[src/rtl/core/icsb_pkg.sv]
// ----------------------------------------------------------------------------
// icsb_pkg
// Shared constants, codes and control types of the interpolating circular
// sample buffer.
// ----------------------------------------------------------------------------
`default_nettype none

package icsb_pkg;

  localparam int BUFFER_DEPTH  = 65536;
  localparam int CHANNELS      = 2;
  localparam int SAMPLE_BITS   = 24;
  localparam int FRAC_BITS     = 16;
  localparam int GUARD_ENTRIES = 512;
  localparam int MIN_DEPTH     = 4;

  localparam int POS_W   = 32;
  localparam int INT_W   = POS_W - FRAC_BITS;
  localparam int LEN_W   = 16;
  localparam int IDX_W   = $clog2(BUFFER_DEPTH);
  localparam int CH_W    = 1;
  localparam int ADDR_W  = CH_W + IDX_W;
  localparam int STORE_DEPTH = CHANNELS * BUFFER_DEPTH;
  localparam int CNT_W   = $clog2(INT_W);
  localparam int DIFF_W  = SAMPLE_BITS + 1;
  localparam int PROD_W  = DIFF_W + FRAC_BITS + 1;

  localparam int TOTAL_DEPTH = (BUFFER_DEPTH > MIN_DEPTH) ? BUFFER_DEPTH : MIN_DEPTH;
  localparam logic [LEN_W-1:0] MAX_LENGTH =
    LEN_W'((TOTAL_DEPTH > GUARD_ENTRIES) ? TOTAL_DEPTH - GUARD_ENTRIES : 1);

  // Item command codes.
  localparam logic CMD_WRITE = 1'b0;
  localparam logic CMD_READ  = 1'b1;

  typedef enum logic [2:0] {
    ST_IDLE,
    ST_WRITE,
    ST_MOD,
    ST_RD1,
    ST_RD2,
    ST_CAP,
    ST_MUL,
    ST_OUT
  } icsb_state_t;

  typedef struct packed {
    logic take;
    logic mod_step;
    logic rd1;
    logic rd2;
    logic cap;
    logic mul;
    logic out_load;
    logic wr;
  } icsb_cmd_t;

  typedef struct packed {
    logic in_valid;
    logic in_is_read;
    logic mod_done;
    logic out_free;
  } icsb_sts_t;

endpackage

`default_nettype wire

[src/rtl/core/icsb_ctrl.sv]
// ----------------------------------------------------------------------------
// icsb_ctrl
// Sequencer of the sample buffer: steps each word through write, or
// through modulo, two store reads, subtract, multiply and result hand-off.
// ----------------------------------------------------------------------------
`default_nettype none

module icsb_ctrl (
  input  wire logic              clk,
  input  wire logic              rst_n,
  input  wire icsb_pkg::icsb_sts_t sts,
  output      icsb_pkg::icsb_cmd_t cmd
);

  import icsb_pkg::*;

  icsb_state_t state_r;
  icsb_state_t state_nxt;

  always_ff @(posedge clk) begin
    if (!rst_n) begin
      state_r <= ST_IDLE;
    end else begin
      state_r <= state_nxt;
    end
  end

  always_comb begin
    state_nxt = state_r;
    cmd       = '0;
    unique case (state_r)
      ST_IDLE: begin
        cmd.take = 1'b1;
        if (sts.in_valid) begin
          state_nxt = sts.in_is_read ? ST_MOD : ST_WRITE;
        end
      end
      ST_WRITE: begin
        cmd.wr    = 1'b1;
        state_nxt = ST_IDLE;
      end
      ST_MOD: begin
        cmd.mod_step = 1'b1;
        if (sts.mod_done) begin
          state_nxt = ST_RD1;
        end
      end
      ST_RD1: begin
        cmd.rd1   = 1'b1;
        state_nxt = ST_RD2;
      end
      ST_RD2: begin
        cmd.rd2   = 1'b1;
        state_nxt = ST_CAP;
      end
      ST_CAP: begin
        cmd.cap   = 1'b1;
        state_nxt = ST_MUL;
      end
      ST_MUL: begin
        cmd.mul   = 1'b1;
        state_nxt = ST_OUT;
      end
      ST_OUT: begin
        if (sts.out_free) begin
          cmd.out_load = 1'b1;
          state_nxt    = ST_IDLE;
        end
      end
      default: begin
        state_nxt = ST_IDLE;
      end
    endcase
  end

endmodule

`default_nettype wire

[config.mk]
export PLATFORM = sky130hd
export DESIGN_NAME = icsb_ctrl
export DESIGN_NICKNAME = d
export VERILOG_FILES = /design/src/rtl/core/icsb_pkg.sv /design/src/rtl/core/icsb_ctrl.sv
export SDC_FILE = /design/constraint.sdc
export NUM_CORES = 1
export LEC_CHECK = 0
export ABC_CLOCK_PERIOD_IN_PS = 1100
export CAP_MARGIN = 10
export CORE_AREA = 2 2 39 41
export DETAILED_ROUTE_END_ITERATION = 12
export DIE_AREA = 0 0 41 43
export DONT_BUFFER_PORTS = 1
export PLACE_DENSITY = 0.31
export SLEW_MARGIN = 20
export SYNTH_ARGS = -nofsm -noshare
export SYNTH_HDL_FRONTEND = slang
export SYNTH_SLANG_ARGS = --single-unit
[constraint.sdc]
create_clock -name clk -period 1.1 [get_ports clk]
set_input_delay 0.11 -clock clk [delete_from_list [all_inputs] [get_ports clk]]
set_output_delay 0.11 -clock clk [all_outputs]
set_load 0.005 [all_outputs]
Yosys cells after proc, flatten, opt, wreduce, memory -nomap -nowiden
Index checks and enable logic that the tools add are counted.
{ "op_classes": {"eq_ne": 10, "muxes": 14, "reduce_logical": 2} }
{ "ops": {"columns": ["operator", "n"], "rows": [
  ["$pmux W3 S8", 1],
  ["$eq A3 B3 Y1 const B", 4],
  ["$mux W1", 9],
  ["$mux W3", 3],
  ["$eq A3 B2 Y1 const B", 2],
  ["$ne A2 B2 Y1 const B", 3],
  ["$eq A3 B1 Y1 const B", 1],
  ["$logic_not A3 Y1", 1],
  ["$reduce_and A3 Y1", 1],
  ["$mux W2", 1]
]} }
{ "totals": {"regBits": 3, "out_inout_bits": 8, "wordCells": 27} }

Longest topological paths before layout
Gate-level depths: netlist of run 1.
{ "logic_depth": {"word_depth": 3, "mapped_depth": 4} }

Worst setup path after synthesis of run 1
No wires, ideal clock.
{ "synth_timing": {"path_kind": "register to register", "from": "register state_r[1]", "to": "register state_r[0]", "setup_time_ns": 0.116, "t_arrival_ns": 0.765, "path_slack_ns": 0.219, "stages_incl_launch_ff": 5, "path_buffers": 1, "cell_sequence": "dfxtp_1 buf_6 nor2_1 nor2_1 o211a_1"} }
{ "synth_via": {"elab_chain_cells": 3, "word_cells_on_any_way": 13} }
{ "synth_rtl": {"columns": ["item", "line_no", "rtl"], "rows": [
  ["start: declaration", "icsb_ctrl.sv:17", "icsb_state_t state_r;"],
  ["start signal: assignment", "icsb_ctrl.sv:24", "state_r <= state_nxt;"],
  ["$eq A3 B2 Y1, or another cell as far along", "icsb_ctrl.sv:31", "unique case (state_r)"],
  ["$ne A2 B2 Y1 (no source line)", null, null],
  ["$reduce_and A3 Y1 (no source line)", null, null]
]} }
Several ways; a longest one is shown, not always the timed one.
A chain may end at the register's enable or synchronous reset.

==> results of run 1 <==
power by group through the flow:
stage                     Clock [uW]  Sequential, uW  Combinational [uW]
final                            191             134                 116
after global routing             206             136                 127
after CTS                        199             139                85.1
after detailed placement           0             138                76.6
after global placement             0             138                75.7
after floorplan                    0             126                79.2
cell usage after synthesis:
library cell,instances
buf_4,1
nor2_4,2
and2_1,1
o211a_1,1
buf_6,1
and2b_1,1
a31oi_1,1
nand2_2,2
nor2b_1,2
and3b_1,2
nor3_1,1
nand2b_1,1
nor3b_2,1
dfxtp_1,3
o21ai_0,1
nand2_1,1
o211ai_1,1
a21boi_1,2
buf_2,1
a21oi_1,1
nor3b_1,2
nor2_1,3
cell type report:
class,count,area [sq um]
Fill cell,161,1020
Timing Repair Buffer,6,50.0
Multi-Input combinational cell,26,199
Tap cell,16,20.0
Sequential cell,3,68.8
Clock buffer,4,26.3
metal layers:
metal  vias up  global-route usage [%]  wire, um
li1        123                       -         -
met5         -                       0         0
met1       122                    8.33       208
met3         0                    3.14        48
met2         5                    11.6       387
met4         0                    6.00         0
kinds of logic (layout without fill, tap and decap cells):
family / count (synthesis) / in the layout / synth area share, %
and+or+nand+nor: 19 / 19 / 50.0
AOI/OAI and AO/OA: 7 / 7 / 18.4
DFF: 3 / 3 / 22.6
buffers and inverters: 3 / 10 / 8.96
worst max path at each step:
stage,end,slack (ns),depth (start not counted)
2_1_floorplan,state_r[0],0.22,4
3_3_place_gp,state_r[0],0.11,3
3_5_place_dp,state_r[0],0.10,3
4_1_cts,cmd[3],0.002,2
5_1_grt,cmd[3],0.01,2
6_report,cmd[6],0.04,3
metrics by stage:
stage | setup slack, ns | cells
finish | 0.0404 | 55
global route | 0.0107 | 55
CTS | 0.00213 | 51
detailed placement | 0.103 | 47
global placement | 0.113 | 47
floorplan | 0.219 | 32
what timing repair did:
action,in CTS,in global routing
buffers inserted,0,4
gates cloned,0,0
resized for setup,8,3
pin swaps,0,1
endpoints found under the setup margin,7,4
==> reports/qor.csv, run 1 <==
metric;value;unit
Post-CTS Hold Buffers;0;
hpwl dp;445;um
Die Wd;41;um
RSZ-0062 raised after global routing;false;
R2R Path Start;state_r[0];
clock network power share;43.3;%
TritonRoute pass-1 iters;2;
Synth area leader;dfxtp_1;
initial core utilization;19.2;%
CP Capture Type;output pin;
I/O Buffers;0;
Final #Nets;46;
Largest regs;state_r: 3 flops;
logic gate share of total power;26.4;%
Synth top area share;22.6;%
Worst path max stage delay;0.34;ns
DRC violations left;0;
sum of buffers and inverters on the critical path;1;
register name with the most flops;state_r;
switch share;27.0;%
Crit path max-delay family;flip-flops;
Netlist cell types;22;
gr usage total;7.82;%
Area growth syn-to-layout;37.3;%
CP Launch Type;flop;
largest net degree at the start of global routing;12;
num ports;14;
syn nets;38;
total grt overflow;0;
Final min period;1.06;ns
Slew Viols, Final;0;
status;completed;
Worst-path clk slew;0.04;ns
area of the mapped netlist;265;sq um
Clock Sinks;3;
Reg2Reg Capture Point;state_r[1];
initial antenna violation count;0;
Area contributors post-synth;dfxtp_1, nor2_4, and3b_1, a21boi_1, nor3b_1;
final core utilization;26.3;%
Worst EP arrival;0.95;ns
Initial DRC Count;1;
Slew @ Worst Pin;0.229;ns
CORE AREA;1380;sq um
first-pass GRT wire length;910;um
fin crit share;96.3;%
syn_area_per_cell;8.29;sq um
dpl cell area;277;sq um
fin area;364;sq um
Routed Antenna Nets;0;
GPL Wtd Cong;0.609;
most frequent cells in the layout;nor3b_2, nor2_1, clkbuf_4, buf_4;
max cap viols;0;
vias post-DR;250;
DIE AREA;1760;sq um
Switch Pwr;119;uW
Worst Hold Endpoint;state_r[0];
Num CTS Buffers;3;
Mapped Cells;32;
fmax;944;MHz
Worst Setup Path Type;flop to output pin;
vias per cell;4.55;
n_diodes;0;
DR WL/cell;11.7;um
Yosys Warn Count;0;
VDD IR max;0.387;mV
register share of total power;30.3;%
CP Cell Sequence;buf_6, nor2_4, and2_4;
final-report hold violation count;0;
CP startpoint;state_r[0];
CTS max path bufs;2;
CTS tree;yes;
WP data required;0.99;ns
num rows;14;
FF-to-FF setup slack;0.13;ns
Hold Path Origin;rst_n;
hold slack;0.0149;ns
CP max FO;7;
reg2reg path depth;5;
Clk Latency, worst-skew pair;0.23;ns
die height;43;um
Hold Path Depth;1;
number of flip-flops in the largest register;3;
CTS H-tree depth;1;
final setup vio count;0;
Pint;322;uW
Root Buffer;clkbuf_4;
Setup TNS Final;0;ns
fraction of layout cells with a size suffix above 1;53.8;%
total routed wirelength;644;um
vias in the first global route;224;
clk_skew;0.00116;ns
register bit total from synthesis;3;
slowest stage cell on the critical path;dfxtp_4;
Pleak;0.000155;uW
Tot Pwr;441;uW
register area share after synthesis;22.6;%
Cell Pwr Density;1210;nW/um^2
worst hold path class;input port to flop;
Worst slew margin;84.7;%
Note: power is estimated with default switching activity, not from simulation.
==> inputs of run 2 (changes only) <==
PLACE_DENSITY = 0.43   (was 0.31)
==> run 2 against run 1 <==
Maximum frequency is 1.6% higher. Non-clock buffer count down 2. Clock skew about the same. Setup slack gained 0.017 ns. Hold slack improved by 0.0022 ns. Clock power about the same. Highest routed layer unchanged.
==> reports/qor.csv, run 2 (synthesis gave the netlist of run 1 again) <==
metric;value;unit;change
clk_skew;0.00147;ns;+0.000305 ns
Slew @ Worst Pin;0.241;ns;+0.0119 ns
Worst Setup Path Type;flop to output pin;;
DRC violations left;0;;unchanged
register name with the most flops;state_r;;
Cell Pwr Density;1240;nW/um^2;+2.1%
CTS max path bufs;2;;unchanged
Num CTS Buffers;3;;unchanged
Area growth syn-to-layout;29.2;%;
max cap viols;0;;unchanged
CORE AREA;1380;sq um;unchanged
Die Wd;41;um;unchanged
GPL Wtd Cong;0.567;;-6.9%
initial antenna violation count;0;;unchanged
most frequent cells in the layout;nor2_1, clkbuf_4, buf_4;;
Setup WS post-layout;0.0576;ns;+0.0172 ns
num rows;14;;unchanged
final setup vio count;0;;unchanged
die height;43;um;unchanged
CP Launch Type;flop;;
n_diodes;0;;unchanged
vias post-DR;234;;-6.4%
WP data required;0.99;ns;about the same
Clock Sinks;3;;unchanged
final-report hold violation count;0;;unchanged
fmax;959;MHz;+1.6%
Initial DRC Count;1;;unchanged
total grt overflow;0;;unchanged
Slew Viols, Final;0;;unchanged
vias in the first global route;183;;-18%
Routed Antenna Nets;0;;unchanged
gr usage total;6.71;%;-1.1 points
CP max FO;8;;+1
Non-Filler Instances;53;;-3.6%
worst hold path class;input port to flop;;
CTS tree;yes;;
number of flip-flops in the largest register;3;;unchanged
DIE AREA;1760;sq um;unchanged
CP Capture Type;output pin;;
I/O Buffers;0;;unchanged
Worst EP arrival;0.93;ns;-0.02 ns
Placed Cells;47;;unchanged
initial core utilization;19.2;%;unchanged
Pleak;0.000141;uW;-9.2%
DR WL/cell;10.7;um;-8.3%
Clk Latency, worst-skew pair;0.23;ns;about the same
hpwl dp;435;um;-2.2%
num ports;14;;unchanged
Root Buffer;clkbuf_4;;
TritonRoute pass-1 iters;2;;unchanged
Final #Nets;44;;-4.3%
Place WS;0.0675;ns;-0.0352 ns
Worst-path clk slew;0.04;ns;about the same
Post-CTS Hold Buffers;0;;unchanged
largest net degree at the start of global routing;12;;unchanged
status;completed;;
vias per cell;4.42;;-2.9%
Worst slew margin;83.9;%;-0.83 points
total routed wirelength;569;um;-12%
fraction of layout cells with a size suffix above 1;48.6;%;-5.2 points
fin crit share;94.8;%;-1.6 points
CTS H-tree depth;1;;unchanged
Largest regs;state_r: 3 flops;;
VDD IR max;0.268;mV;-31%
first-pass GRT wire length;745;um;-18%
Final min period;1.04;ns;-0.0172 ns
-- run 2: cell count changes in the layout (fill, tap and decap cells not counted) --
cell / delta
buf_6: -1
clkbuf_2: -1
nor3b_1: +1
nor3b_2: -1
-- run 2: routing by layer --
| metal | vias to the layer above | wire length (um) | GRT usage, % |
|---|---|---|---|
| li1 | 120 | - | - |
| met1 | 104 | 240 | 6.39 |
| met2 | 10 | 264 | 9.69 |
| met3 | 0 | 63 | 5.24 |
| met4 | 0 | 0 | 4.00 |
| met5 | - | 0 | 0 |
-- run 2: critical path, stage by stage, from the launching register on --
cell,delay (ns)
dfxtp_4,0.36
buf_6,0.13
and3b_1,0.22
-- run 2: where the power goes --
group          leakage, uW  switching (uW)  total [uW]  internal [uW]
Sequential       0.0000264            25.6         145            120
Combinational    0.0000998            34.5        90.4           55.9
Clock            0.0000150            52.4         188            136
Total             0.000141             112         424            311
-- run 2: final timing paths --
path | startpoint | cells after the start | endpoint | slack, ns
max reg2reg | state_r[0] | 3 | state_r[1] | 0.12
max | state_r[1] | 2 | cmd[3] | 0.06
min reg2reg | state_r[2] | 2 | state_r[2] | 0.65
min | rst_n | 1 | state_r[0] | 0.02
-- run 2: what timing repair did --
action	in CTS	in global routing
setup endpoints to repair	7	5
buffers inserted	0	3
gates resized for setup	6	3
pin swaps	0	1
-- run 2: stage by stage --
| stage | TNS [ns] | power (uW) | util, % | cell area [sq um] | hold WS, ns |
|---|---|---|---|---|---|
| 3_5_place_dp | 0 | 216 | 20.0 | 277 | 0.264 |
| 6_report | 0 | 424 | 24.8 | 343 | 0.0172 |
| 5_1_grt | -0.000676 | 460 | 24.8 | 343 | 0.00366 |
| 2_1_floorplan | 0 | 205 | - | 265 | 0.258 |
| 3_3_place_gp | 0 | 214 | 20.0 | 277 | 0.261 |
| 4_1_cts | -0.0134 | 417 | 22.9 | 317 | 0.00755 |
-- run 2: area by class of cell --
type / count / area (sq um)
fill: 173 / 1040
multi-input combinational: 26 / 194
sequential: 3 / 68.8
timing repair buffer: 4 / 33.8
clock buffer: 4 / 26.3
tap: 16 / 20.0
==> inputs of run 3 (changes only) <==
BUFFER_PORTS_ARGS = -buffer_cell sky130_fd_sc_hd__buf_4   (was not set)
DONT_BUFFER_PORTS = not set   (was 1)
PLACE_DENSITY = 0.52   (was 0.43)
==> run 3 against run 2 <==
Via count up 20%. Critical path depth up 1. Power is 12% higher. Setup slack worse by 0.070 ns. Hold slack improved by 0.13 ns. Critical endpoint is now cmd[2]. Clock skew grew 0.00061 ns. The run now ends with setup timing left. Non-clock buffer count is 14 higher. Die area unchanged. Sequential share of layout area down 4.7 points. Highest routed layer unchanged. Global-route usage grew 0.80 points.
==> reports/qor.csv, run 3 (synthesis gave the netlist of run 1 again) <==
metric;value;unit;change
hpwl dp;429;um;-1.4%
FF-to-FF setup slack;0.11;ns;about the same
CP Launch Type;flop;;
die height;43;um;unchanged
Clock Sinks;3;;unchanged
Num CTS Buffers;3;;unchanged
Final #Nets;58;;+32%
register share of total power;29.9;%;-4.4 points
n_diodes;0;;unchanged
Pint;349;uW;+12%
Final min period;1.11;ns;+0.0701 ns
fin crit share;101;%;+6.4 points
largest net degree at the start of global routing;15;;+3
VDD IR max;0.457;mV;+70%
initial core utilization;19.2;%;unchanged
Worst-path clk slew;0.04;ns;about the same
Die Wd;41;um;unchanged
Non-Filler Instances;67;;+26%
max cap viols;0;;unchanged
vias post-DR;281;;+20%
CP Cell Sequence;buf_6, and3b_1, buf_4;;
Pleak;0.000215;uW;+52%
dpl cell area;374;sq um;+35%
worst hold path class;input port to flop;;
final core utilization;33.5;%;+8.7 points
CTS H-tree depth;1;;unchanged
final setup vio count;2;;+2
TritonRoute pass-1 iters;2;;unchanged
R2R Path Start;state_r[0];;
DR WL/cell;8.67;um;-19%
DRC violations left;0;;unchanged
fraction of layout cells with a size suffix above 1;62.7;%;+14 points
CP startpoint;state_r[0];;
CP max FO;6;;-2
CP Capture Type;output pin;;
Root Buffer;clkbuf_4;;
initial antenna violation count;0;;unchanged
Slew @ Worst Pin;0.170;ns;-0.0710 ns
WP data required;0.99;ns;about the same
I/O Buffers;13;;+13
Slew Viols, Final;0;;unchanged
register name with the most flops;state_r;;
DIE AREA;1760;sq um;unchanged
vias in the first global route;258;;+41%
Setup TNS Final;-0.0167;ns;-0.0167 ns
status;finished, violations left;;
Worst slew margin;88.6;%;+4.7 points
logic gate share of total power;30.1;%;+8.8 points
CORE AREA;1380;sq um;unchanged
CTS tree;yes;;
switch share;26.2;%;-0.31 points
num rows;14;;unchanged
final-report hold violation count;0;;unchanged
Initial DRC Count;1;;unchanged
most common cell after layout, fill and taps aside;buf_4;;
gr usage total;7.52;%;+0.80 points
Worst path max stage delay;0.36;ns;about the same
number of flip-flops in the largest register;3;;unchanged
Hold Path Origin;rst_n;;
total routed wirelength;581;um;+2.1%
Area growth syn-to-layout;74.5;%;
Routed Antenna Nets;0;;unchanged
clock network power share;40.0;%;-4.4 points
fin area;463;sq um;+35%
Placed Cells;60;;+28%
Largest regs;state_r: 3 flops;;
GPL Wtd Cong;0.693;;+22%
slowest stage cell on the critical path;dfxtp_4;;
Worst EP arrival;1.00;ns;+0.07 ns
failing checks;setup timing;;
Clk Latency, worst-skew pair;0.23;ns;about the same
most frequent cells in the layout;buf_4, buf_6, clkbuf_4, dfxtp_4;;
vias per cell;4.19;;-5.0%
CTS max path bufs;2;;unchanged
fmax;899;MHz;-6.3%
total grt overflow;0;;unchanged
Setup WS post-layout;-0.0126;ns;-0.0701 ns
Cell Pwr Density;1020;nW/um^2;-17%
Worst Setup Path Type;flop to output pin;;
Switch Pwr;124;uW;+10%
clk_skew;0.00207;ns;+0.000607 ns
first-pass GRT wire length;897;um;+20%
num ports;14;;unchanged
RSZ-0062 raised after global routing;true;;
[run 3: through the flow]
| stage | power (uW) | hold slack (ns) | worst slack, ns |
|---|---|---|---|
| 6_report | 473 | 0.142 | -0.0126 |
| 5_1_grt | 504 | 0.148 | -0.0565 |
| 4_1_cts | 483 | 0.136 | -0.0413 |
| 3_5_place_dp | 255 | 0.383 | -0.0205 |
| 3_3_place_gp | 253 | 0.365 | 0.0366 |
| 2_1_floorplan | 205 | 0.258 | 0.219 |
[run 3: critical path: cells and delay by family (launching register included)]
kind / cells / cell delay [ns]
DFF: 1 / 0.36
buffers and inverters: 2 / 0.22
and+or+nand+nor: 1 / 0.20
[run 3: layer usage]
layer	routed length (um)	global-route usage, %
met1	210	8.31
met5	0	0
met3	34	1.57
met4	0	6.00
met2	336	11.6
[run 3: power by group through the flow]
stage / clock (uW) / sequential [uW] / combinational (uW)
floorplan: 0 / 126 / 79.2
global placement: 0 / 141 / 112
detailed placement: 0 / 143 / 112
CTS: 202 / 142 / 139
global route: 206 / 144 / 154
finish: 189 / 142 / 142
[run 3: layout make-up]
type	instances	area (sq um)
Multi-Input combinational cell	26	191
Tap cell	16	20.0
Timing Repair Buffer	18	154
Fill cell	154	921
Clock buffer	4	26.3
Sequential cell	3	71.3
[run 3: worst paths after layout]
path | to | cells after the start
worst max-delay path | cmd[2] | 3
worst min-delay path | state_r[2] | 2
worst max register to register | state_r[1] | 4
worst min register to register | state_r[2] | 2
[run 3: timing repair]
item | CTS | global route
buffers inserted | 3 | 0
resized for setup | 11 | 3
setup endpoints to repair | 9 | 6
pin swaps | 4 | 3
hold buffers | 0 | 0
